File: src/sv/cpc_pkg.sv
// shared types and constants for the convex polygon point containment block
package cpc_pkg;

    localparam int CoordW   = 24;
    localparam int HeightW  = 24;
    localparam int SlotW    = 4;
    localparam int EdgeCntW = 5;
    localparam int HtolW    = 16;
    localparam int CtolW    = 24;
    localparam int CfgDataW = 24;
    localparam int CfgIdxW  = 3;
    localparam int StatusW  = 2;

    localparam logic [CfgIdxW-1:0] CfgMinHeight = 3'd0;
    localparam logic [CfgIdxW-1:0] CfgMaxHeight = 3'd1;
    localparam logic [CfgIdxW-1:0] CfgEdgeCount = 3'd2;
    localparam logic [CfgIdxW-1:0] CfgHeightTol = 3'd3;
    localparam logic [CfgIdxW-1:0] CfgCrossTol  = 3'd4;

    localparam logic [HeightW-1:0]  RstMinHeight = 24'd0;
    localparam logic [HeightW-1:0]  RstMaxHeight = 24'd0;
    localparam logic [EdgeCntW-1:0] RstEdgeCount = 5'd3;
    localparam logic [HtolW-1:0]    RstHeightTol = 16'd26;
    localparam logic [CtolW-1:0]    RstCrossTol  = 24'd655;

    localparam logic CmdLoad  = 1'b0;
    localparam logic CmdQuery = 1'b1;

    localparam logic [StatusW-1:0] StInside  = 2'd0;
    localparam logic [StatusW-1:0] StBelow   = 2'd1;
    localparam logic [StatusW-1:0] StAbove   = 2'd2;
    localparam logic [StatusW-1:0] StOutside = 2'd3;

    typedef struct packed {
        logic                     cmd;
        logic [SlotW-1:0]         vertex_slot;
        logic signed [CoordW-1:0] coord_x;
        logic signed [CoordW-1:0] coord_z;
        logic signed [CoordW-1:0] query_height;
    } in_req_t;

    typedef struct packed {
        logic               inside_res;
        logic [StatusW-1:0] status;
    } out_req_t;

    typedef struct packed {
        logic               wr_en;
        logic               capture;
        logic               rd_en;
        logic               rd_first;
        logic               rd_last;
        logic               flush;
        logic               res_load;
        logic [StatusW-1:0] res_status;
    } ctrl_cmd_t;

    typedef struct packed {
        logic below;
        logic above;
        logic edge_fail;
        logic edge_pass;
    } dp_status_t;

endpackage

File: src/sv/cpc_ctrl.sv
// controller state machine: request handshake, edge walk sequencing, result handoff
module cpc_ctrl #(
    parameter int MAX_EDGES = 16
) (
    input  logic                         aclk,
    input  logic                         aresetn,
    input  logic                         s_valid,
    output logic                         s_ready,
    input  logic                         s_cmd,
    output logic                         m_valid,
    input  logic                         m_ready,
    input  logic [$clog2(MAX_EDGES)-1:0] last_idx,
    output logic [$clog2(MAX_EDGES)-1:0] rd_addr,
    output cpc_pkg::ctrl_cmd_t           ctl,
    input  cpc_pkg::dp_status_t          sts
);

    localparam int AW = $clog2(MAX_EDGES);

    localparam logic [2:0] S_IDLE  = 3'd0;
    localparam logic [2:0] S_HGT   = 3'd1;
    localparam logic [2:0] S_WALK  = 3'd2;
    localparam logic [2:0] S_DRAIN = 3'd3;
    localparam logic [2:0] S_RES   = 3'd4;

    logic [2:0]                    state_reg, state_next;
    logic [AW-1:0]                 cnt_reg, cnt_next;
    logic [cpc_pkg::StatusW-1:0]   status_reg, status_next;
    logic                          out_valid_reg, out_valid_next;
    logic                          accept;
    logic                          at_last;

    assign accept  = s_valid && s_ready;
    assign at_last = (cnt_reg == last_idx);

    always_comb begin
        state_next     = state_reg;
        cnt_next       = cnt_reg;
        status_next    = status_reg;
        ctl            = '0;
        ctl.res_status = status_reg;
        s_ready        = 1'b0;
        rd_addr        = cnt_reg;
        unique case (state_reg)
            S_IDLE: begin
                s_ready = 1'b1;
                if (accept) begin
                    if (s_cmd == cpc_pkg::CmdQuery) begin
                        ctl.capture = 1'b1;
                        state_next  = S_HGT;
                    end else begin
                        ctl.wr_en = 1'b1;
                    end
                end
            end
            S_HGT: begin
                rd_addr = last_idx;
                if (sts.below) begin
                    status_next = cpc_pkg::StBelow;
                    state_next  = S_RES;
                end else if (sts.above) begin
                    status_next = cpc_pkg::StAbove;
                    state_next  = S_RES;
                end else begin
                    ctl.rd_en    = 1'b1;
                    ctl.rd_first = 1'b1;
                    cnt_next     = '0;
                    state_next   = S_WALK;
                end
            end
            S_WALK: begin
                if (sts.edge_fail) begin
                    ctl.flush   = 1'b1;
                    status_next = cpc_pkg::StOutside;
                    state_next  = S_RES;
                end else begin
                    ctl.rd_en   = 1'b1;
                    ctl.rd_last = at_last;
                    if (at_last) begin
                        state_next = S_DRAIN;
                    end else begin
                        cnt_next = cnt_reg + 1'b1;
                    end
                end
            end
            S_DRAIN: begin
                if (sts.edge_fail) begin
                    ctl.flush   = 1'b1;
                    status_next = cpc_pkg::StOutside;
                    state_next  = S_RES;
                end else if (sts.edge_pass) begin
                    ctl.flush   = 1'b1;
                    status_next = cpc_pkg::StInside;
                    state_next  = S_RES;
                end
            end
            S_RES: begin
                if (!out_valid_reg || m_ready) begin
                    ctl.res_load = 1'b1;
                    state_next   = S_IDLE;
                end
            end
            default: begin
                state_next = S_IDLE;
            end
        endcase
    end

    always_comb begin
        out_valid_next = out_valid_reg;
        if (ctl.res_load) begin
            out_valid_next = 1'b1;
        end else if (m_ready) begin
            out_valid_next = 1'b0;
        end
    end

    always_ff @(posedge aclk) begin
        if (!aresetn) begin
            state_reg     <= S_IDLE;
            cnt_reg       <= '0;
            status_reg    <= cpc_pkg::StInside;
            out_valid_reg <= 1'b0;
        end else begin
            state_reg     <= state_next;
            cnt_reg       <= cnt_next;
            status_reg    <= status_next;
            out_valid_reg <= out_valid_next;
        end
    end

    assign m_valid = out_valid_reg;

endmodule

File: config.mk
export PLATFORM = sky130hd
export DESIGN_NAME = cpc_ctrl
export DESIGN_NICKNAME = d
export VERILOG_FILES = /design/src/sv/cpc_pkg.sv /design/src/sv/cpc_ctrl.sv
export SDC_FILE = /design/constraint.sdc
export NUM_CORES = 1
export LEC_CHECK = 0
export BUFFER_PORTS_ARGS = -buffer_cell sky130_fd_sc_hd__buf_4
export CORE_UTILIZATION = 51
export DETAILED_ROUTE_END_ITERATION = 6
export PLACE_DENSITY_LB_ADDON = 0.25
export SYNTH_ARGS = -nofsm -noshare
export SYNTH_HDL_FRONTEND = slang
export SYNTH_SLANG_ARGS = --single-unit
File: constraint.sdc
create_clock -name aclk -period 3.7 [get_ports aclk]
set_input_delay 0.555 -clock aclk [delete_from_list [all_inputs] [get_ports aclk]]
set_output_delay 0.555 -clock aclk [all_outputs]
set_load 0.005 [all_outputs]
# Word level (Yosys, flattened, before mapping)

Cells that the tools add are included.

Word-level logic and storage cells: 73
Bits of input ports: 13
Flip-flop bits (word level): 10
Output and inout bits: 15

Mux-type cells: 42
Equal/unequal tests: 16
Reduce and logical (&&, ||, !) cells: 10
Add/sub/neg operators: 1

Operators by type and width:

| kind                                                            | count |
|---|---|
| 3-bit two-way mux                                               | 9 |
| 4-bit two-way mux                                               | 5 |
| 2-bit two-way mux                                               | 9 |
| 2-bit inequality test, second input constant                    | 8 |
| 3-bit case mux with 5 select lines                              | 1 |
| 1-bit two-way mux                                               | 14 |
| 5-bit AND reduction                                             | 2 |
| 3-bit inequality test, second input constant                    | 3 |
| 4-bit case mux with 2 select lines                              | 1 |
| 3-bit by 2-bit == test with 1-bit output, second input constant | 2 |
| 2-bit case mux with 3 select lines                              | 1 |
| 4-bit by 1-bit adder with 4-bit output, second input constant   | 1 |
| 4-bit == test                                                   | 1 |
| 1-bit case mux with 2 select lines                              | 2 |
| 4-bit AND reduction                                             | 1 |
| 2-bit nonzero test                                              | 2 |
| 3-bit by 1-bit == test with 1-bit output, second input constant | 1 |
| 3-bit == test, second input constant                            | 1 |
| 3-bit zero test                                                 | 1 |
| 3-bit nonzero test                                              | 1 |
| 1-bit logical AND                                               | 1 |
| 1-bit zero test                                                 | 1 |
| 1-bit logical OR                                                | 1 |

# Longest topological paths before layout

Gate-level depths: netlist of the first run.

Depth in word-level cells: 5
Depth in mapped cells: 6
Gate-level depth less buffers: 5

# Worst setup path before layout of the first run

No wires, ideal clock.

Path type: register -> output
Start point: register state_reg[0]
End point: output port rd_addr[0]
Arrival time: 1.252 ns
Stages on the path, launching flop included: 4
Slack: 1.893 ns
Data required time: 3.145 ns
Path buffers: 1
Path through: dfxtp_1 > buf_2 > nor3b_2 > mux2_2

Word-level cells in the longest chain between the ends: 2

Ends and longest elaborated chain:

| item                                     | RTL line        | text |
|---|---|---|
| from (decl)                              | cpc_ctrl.sv:26  | `logic [2:0] state_reg, state_next;` |
| from (signal assigned)                   | cpc_ctrl.sv:125 | `state_reg <= state_next;` |
| 3-bit by 1-bit == test with 1-bit output | cpc_ctrl.sv:44  | `unique case (state_reg)` |
| 4-bit two-way mux                        | cpc_ctrl.sv:44  |  |
| to (decl)                                | cpc_ctrl.sv:13  | `output logic [$clog2(MAX_EDGES)-1:0] rd_addr,` |

No other way between the ends.

# Worst setup path after layout of the first run

Start point: register state_reg[0]
End point: output port rd_addr[2]

The elaborated chain is that of the path after synthesis.

==> impl.org, run 1 <==
** Logic synthesis
- Top-count cell post-synth :: nand2_1
- Dividing the synthesized area by the synthesized cell count gives 8.140 µm².
- Main area contributors after synthesis :: dfxtp_1, mux2_2, nand2_1
- Most instantiated cells after synthesis :: nand2_1, dfxtp_1
- Proportion of netlist area held by the largest area contributor :: 27.03%
- For this run, the number of Yosys warnings is 0.
- dfxtp_1 takes more of the synthesized area than any other cell.
- In the synthesized netlist the async set-or-reset flop fraction comes to 0%.
- Number of enable flip-flop cells after synthesis :: 0
- Count of unique library cells instantiated by Yosys :: 38
- Proportion of synthesized chip area in sequential cells :: 27.03%
- The cell count after synthesis came out at 91.
- After synthesis the netlist holds a flip-flop and latch count of 10.
- In this run the cell area of the synthesized design comes to 740.7 µm².
- When the netlist entered floorplanning its net count stood at 105.
- Synth Flop Type :: dfxtp_1

** Clock network
- CTS tree :: yes
- In this run, post-CTS repair resized a total of 0 instances.
- Clock-pin slew was measured on the worst setup and hold paths at 60 ps.
- The clock passes through at most 2 buffers.
- The cell sitting at the root of the clock tree is a clkbuf_4.
- In this run the number of H-tree levels came out at 1.
- Insertion delay to the later sink of the worst-skew pair :: 260 ps
- The clock drives 10 sinks.
- Post-CTS setup buffers :: 0
- In this run, post-CTS hold repair placed 0 buffers.
- Total CTS buffers :: 3

** Outcome
- Run status :: finished clean

** Cells and area
- Max reg flops :: 4
- Total Nets Final :: 131
- Cells with a size suffix above 1 make up 32.17% of the layout.
- Layout Cells excl Fill :: 130
- Relative to the synthesized area, the layout overhead comes to 28.55%.
- The finished cells cover 952.2 µm².
- Number of diodes :: 0
- Measured on the finished design, the core utilization comes to 71.39%.

** Place
- The wire-length estimate of the detail-placed layout is 1409 µm.
- Placed instance area :: 929.6 µm²
- Timing analysis after detailed placement gives a worst setup slack of 1630 ps.
- Number of port buffers :: 27
- Placed Instances :: 127
- Routability Congestion :: 0.8515

** Critical path
- Cells along the critical path :: nor3b_2 -> mux2_2 -> buf_4
- In this design, the stage delay of the slowest critical-path cell is 600 ps.
- The worst setup path is launched from a flip-flop.
- The number of buffers and inverters on the critical path is 1.
- For this design, the slowest cell found on the critical path is dfxtp_1.
- Top cell family by delay on the critical path :: flip-flops
- Logic depth of the worst setup path including buffers :: 3
- Tracing the worst setup path back leads to its startpoint at state_reg[0]$_SDFFE_PN0P_.
- The worst setup path is captured at an output port.
- Of all nets on the critical path, the largest fanout is 16.
- In this run the critical register-to-register path is launched from state_reg[0]$_SDFFE_PN0P_.
- In this run the critical register-to-register path is captured at cnt_reg[2]$_SDFFE_PN0P_.
- The critical path ends at rd_addr[2].
- The critical path is of the flip-flop to output port type.
- Data on the critical path is required at its endpoint by 3140 ps.
- Data arrival time of the worst path :: 1800 ps
- Worst R2R Path Depth :: 4
- The worst register-to-register path has a setup slack of 2000 ps.

** Global route
- Global route total overflow :: 0
- Tot GR Track Use :: 26.13%
- Via count of the first global-routing pass :: 667
- Antenna violations before repair :: 0
- Entering global routing, the biggest net connects 18 pins.
- Global-route wire length before repair :: 2760 µm

** Route
- WL per Instance :: 14.05 µm
- For this block, the routed nets add up to 1827 µm of wire.
- The first TritonRoute pass finished after 4 iterations.
- DRC violation total after the first TritonRoute iteration :: 26
- DRC violations left :: 0
- Final ANT Viol Nets :: 0
- Via count :: 772
- Vias per Instance :: 5.938

** Power
- The analysis attributes to cell leakage a power of 0.4179 nW.
- VDD sags by at most 0.0002853 V.
- Power density of the placed cells :: 386.7 nW/µm²
- After layout, the design draws a total of 368.2 µW.

** Timing
- Total Negative Setup Slacks :: 0 ps
- Setup violations remaining at the end of the flow were counted as 0.
- Period Utilization, post-route :: 63.70%
- Worst Setup Slack, final :: 1343 ps
- RSZ-0062 raised after global routing :: no
- Final hold slack :: 470.9 ps
- The number of hold-slack violations in the final timing report was 0.
- Across the routed clock network, the largest skew measured is 1.341 ps.
- Final number of max-transition violations :: 0
- For the pin with the worst max-slew slack, the measured transition is 509.9 ps.
- In this run the tightest slew margin relative to its limit is 65.65%.
- For this run, the top clock speed supported by timing is 0.4243 GHz.
- Min cycle time layout :: 2357 ps

** Job
- Maxcap violations :: 0

** Floorplanning
- The region available for standard cell placement spans 1334 µm².
- Pin placement for this block handled 28 I/O pins.
- In this run the horizontal extent of the chip is 40.11 µm.
- Count of standard-cell rows :: 13
- Initial Util :: 55.53%
- The floorplan step set the die height to 40.11 µm.
- The floorplan step defined a die boundary enclosing 1609 µm².

** Min path
- Hold path start :: status_reg[1]$_SDFFE_PN0P_
- The path class of the tightest hold or removal check is flip-flop to flip-flop.
[layout by cell type, fill, tap and decap left out, drive strengths merged, types with 2 or more instances in the layout]
master   n
nand2b   4
nor3     3
nor2b    2
nor3b    3
xnor2    4
a21oi    3
inv      2
nand4    2
or2      2
nand3    3
a211oi   2
o22ai    3
nand2   12
mux2i    4
clkbuf   3
dfxtp   10
mux2     4
buf     27
o21ai    4
a21boi   2
nor2     3
[where the power goes]
group / switching [mW] / internal (mW)
Combinational: 0.0660 / 0.0896
Sequential: 0.0220 / 0.119
Clock: 0.0343 / 0.0374
Total: 0.122 / 0.246
[cells by family after synthesis]
| kind of cell | count (synthesis) | synth area share [%] |
|---|---|---|
| AO/OA/AOI/OAI | 19 | 17.74 |
| XOR/XNOR | 4 | 4.729 |
| adder cells (fa/ha/maj) | 1 | 1.689 |
| buffers and inverters | 8 | 5.404 |
| flip-flops | 10 | 27.03 |
| multiplexers | 8 | 11.49 |
| AND/OR/NAND/NOR | 41 | 31.92 |
[tightest hold or removal path, cell delays in order (launching register included)]
cell and delay (ps):
dfxtp_1 310, nand2_1 50, mux2i_1 60
[layout make-up]
cell class | count | area, µm²
multi-input cells | 73 | 500.5
inverters | 2 | 7.507
clock buffers | 3 | 22.52
flip-flops and latches | 10 | 200.2
well taps | 15 | 18.77
repair buffers | 27 | 202.7
fillers | 114 | 381.6
[per-layer routing]
metal / up-vias / GRT usage, % / wire, µm
met5: - / 0 / 0
met4: 0 / 14.66 / 57
met3: 6 / 3.889 / 136
met2: 34 / 45.97 / 835
met1: 347 / 29.69 / 798
li1: 385 / - / -
[worst min-delay path by stage]
| stage | slack [ps] | endpoint | cells after the start |
|---|---|---|---|
| after floorplan | 450 | status_reg[0]$_SDFFE_PN0P_ | 2 |
| after global placement | 450 | status_reg[1]$_SDFFE_PN0P_ | 2 |
| after detailed placement | 460 | status_reg[1]$_SDFFE_PN0P_ | 2 |
| after CTS | 470 | status_reg[1]$_SDFFE_PN0P_ | 2 |
| after global routing | 510 | status_reg[0]$_SDFFE_PN0P_ | 2 |
| final | 470 | status_reg[1]$_SDFFE_PN0P_ | 2 |
No activity file was read; power rests on OpenSTA's default activity.
==> inputs of run 2 (changes only) <==
Settings changed: CORE_UTILIZATION 51 to 47.
Clock period 3.7 ns to 2.2 ns, I/O delays scaled along.
==> run 2 against run 1 <==
Worst hold slack worse by 56 ps. Critical path depth stayed put. Flip-flop and latch count stayed put. Routed wire length is 5.5% lower. Global-route usage is 5.5 points lower. Final area is 0.66% higher. Sequential share of layout area is 0.14 points lower. Clock skew is 2.7 ps higher. Combinational power is 67% higher. Clock-buffer cell count stayed put. Final cell count stayed put. Register-to-register slack worse by 1500 ps.
==> impl.org, run 2 (synthesized netlist as in run 1, its figures left out) <==
** Route
- DRC violations left :: 0
- Final WL :: 1727 µm
- WL per Instance :: 13.28 µm
- Via count :: 769
- Final ANT Viol Nets :: 0
- Before antenna repair, the detailed router went through 4 iterations.
- For this block, the initial DRC count from the detailed router was 18.
- Vias per Instance :: 5.915

** Job
- Across the run, the number of max-cap violations was 0.

** Place
- The HPWL after detailed placement is 1300 µm.
- Before CTS, the worst setup slack after placement is 340.3 ps.
- Routability Congestion :: 0.8195
- Number of port buffers :: 27

** Floorplanning
- 28 I/O pins were placed.
- Die boundary width :: 41.70 µm
- For this configuration, the core starts out at a cell density of 53.57%.
- Core Region :: 1383 µm²
- Overall die area :: 1739 µm²
- Overall die height :: 41.70 µm
- In this run the core area contains 13 standard-cell rows.

** Critical path
- Type of destination of the critical path :: output port
- The critical path crosses 3 cells after its start point.
- Data arrival time of the worst path :: 1760 ps
- The number of cells on the worst reg-to-reg path is 4.
- Cells along the critical path :: nor3b_4 -> mux2_2 -> buf_4
- The largest individual stage delay along the critical path comes from the cell dfxtp_1.
- End of the worst register-to-register path :: cnt_reg[1]$_SDFFE_PN0P_
- Startpoint of the lowest-slack register-to-register path :: state_reg[0]$_SDFFE_PN0P_
- Endpoint required time on the critical path :: 1870 ps
- The number of buffers and inverters on the critical path is 1.
- The critical path ends at rd_addr[3].
- The setup path with the least slack is of type flip-flop to output port.
- Maximum cell stage delay along the critical path :: 610 ps
- STA classifies the critical path startpoint as a flip-flop.
- Maximum fanout count along the critical path :: 16
- In this design, the largest share of critical-path delay is due to flip-flops.
- Crit. Startpoint :: state_reg[0]$_SDFFE_PN0P_
- Worst-case register-to-register setup slack :: 550 ps

** Cells and area
- The register with the most flip-flops in the layout has 4 of them.
- Fraction of layout instances using a drive strength above 1 :: 32.17%
- Leading cell types in the layout, fill and taps excluded :: buf_4, nand2_1, dfxtp_1
- Number of diodes :: 0
- Cells fill 69.32% of the core in the end.
- Compared with the post-synthesis result, the final layout area differs by 29.39%.
- At the end of the flow, the number of nets in the layout was 131.
- Commonest non-fill, non-tap cell in the layout :: buf_4

** Clock network
- Number of resized instances in the post-cts repair step :: 0
- In this run the post-CTS setup repair buffer count came out at 0.
- In this run the deepest clock path goes through 2 buffers.
- TritonCTS built the clock tree.
- Insertion delay to the later sink of the worst-skew pair :: 250 ps
- The tree built by TritonCTS fans out to 10 sinks.
- CTS built an H-tree with a depth of 1.
- The number of hold buffers added after CTS was 0.
- TritonCTS created 3 clock buffers.
- Clk slew on worst S/H paths :: 60 ps
- Root cell of the clock tree :: clkbuf_4

** Timing
- Highest achievable clock rate :: 0.4779 GHz
- The number of hold-slack violations in the final timing report came to 0.
- Clock Skew :: 4.028 ps
- Setup slack on the critical path of the routed design comes to 107.6 ps.
- Final number of max-transition violations :: 0
- Period Utilization, post-route :: 95.11%
- The worst path in the final design needs a cycle of 2092 ps, including I/O delays and setup.
- Worst-case headroom to the max-slew limit :: 68.28%
- Transition time at the pin with the least slew margin :: 470.8 ps
- Setup repair after global routing left no endpoint under its margin.
- Setup violations remaining at the end of the flow were counted as 0.
- The tightest hold path in the finished design has a slack of 414.8 ps.
- Summed over all failing endpoints, the final setup total negative slack is 0 ps.

** Global route
- Entering global routing, the biggest net connects 18 pins.
- The number of global-route vias before repair was 660.
- The first global-routing pass estimated 2911 µm of wire.
- Antenna violations before repair :: 0
- Tot GR Track Use :: 20.60%
- The total overflow left after global routing is 0.

** Power
- Leakage dissipation :: 0.4167 nW
- IR analysis of the VDD net gives a maximum drop of 0.0004235 V.
- Power density of the placed cells :: 644.2 nW/µm²

** Min path
- Tightest Hold Check Type :: primary input to flip-flop
- Worst hold path stage count :: 2

** Outcome
- Run status :: finished clean
run 2: worst min path at each step:
stage / startpoint / end
2_1_floorplan: status_reg[0]$_SDFFE_PN0P_ / status_reg[0]$_SDFFE_PN0P_
3_5_place_dp: status_reg[1]$_SDFFE_PN0P_ / status_reg[1]$_SDFFE_PN0P_
3_3_place_gp: status_reg[1]$_SDFFE_PN0P_ / status_reg[1]$_SDFFE_PN0P_
4_1_cts: aresetn / state_reg[0]$_SDFFE_PN0P_
6_report: aresetn / state_reg[0]$_SDFFE_PN0P_
5_1_grt: aresetn / state_reg[2]$_SDFFE_PN0P_
run 2: layout make-up:
type	count	area [µm²]
multi-input combinational	73	506.7
inverter	2	7.507
sequential	10	200.2
tap	15	18.77
fill	119	424.2
timing repair buffer	27	202.7
clock buffer	3	22.52
run 2: worst register-to-register path: stages, from the launching register on:
cell,delay (ps)
dfxtp_1,610
nor4b_1,280
o21ai_0,240
a21oi_1,250
mux2i_1,200
run 2: through the flow:
step	cells	instance area (µm²)	power (mW)
2_1_floorplan	91	740.7	0.3941
3_3_place_gp	127	929.6	0.4869
3_5_place_dp	127	929.6	0.4924
4_1_cts	130	952.2	0.6113
5_1_grt	130	958.4	0.6543
6_report	130	958.4	0.6174
run 2: metal layers:
metal | vias to the layer above | global-route usage (%) | wire length [µm] | share of wire [%]
met3 | 2 | 3.913 | 124 | 7.2
met2 | 29 | 32.19 | 765 | 44
li1 | 384 | - | - | -
met5 | - | 0 | 0 | 0
met1 | 354 | 28.76 | 821 | 48
met4 | 0 | 5.806 | 16 | 0.93
run 2: report_power, final:
part	internal [mW]	leakage, nW	switching, mW
clock	0.0628	0.0138	0.0554
sequential	0.200	0.0811	0.0383
combinational	0.156	0.322	0.105
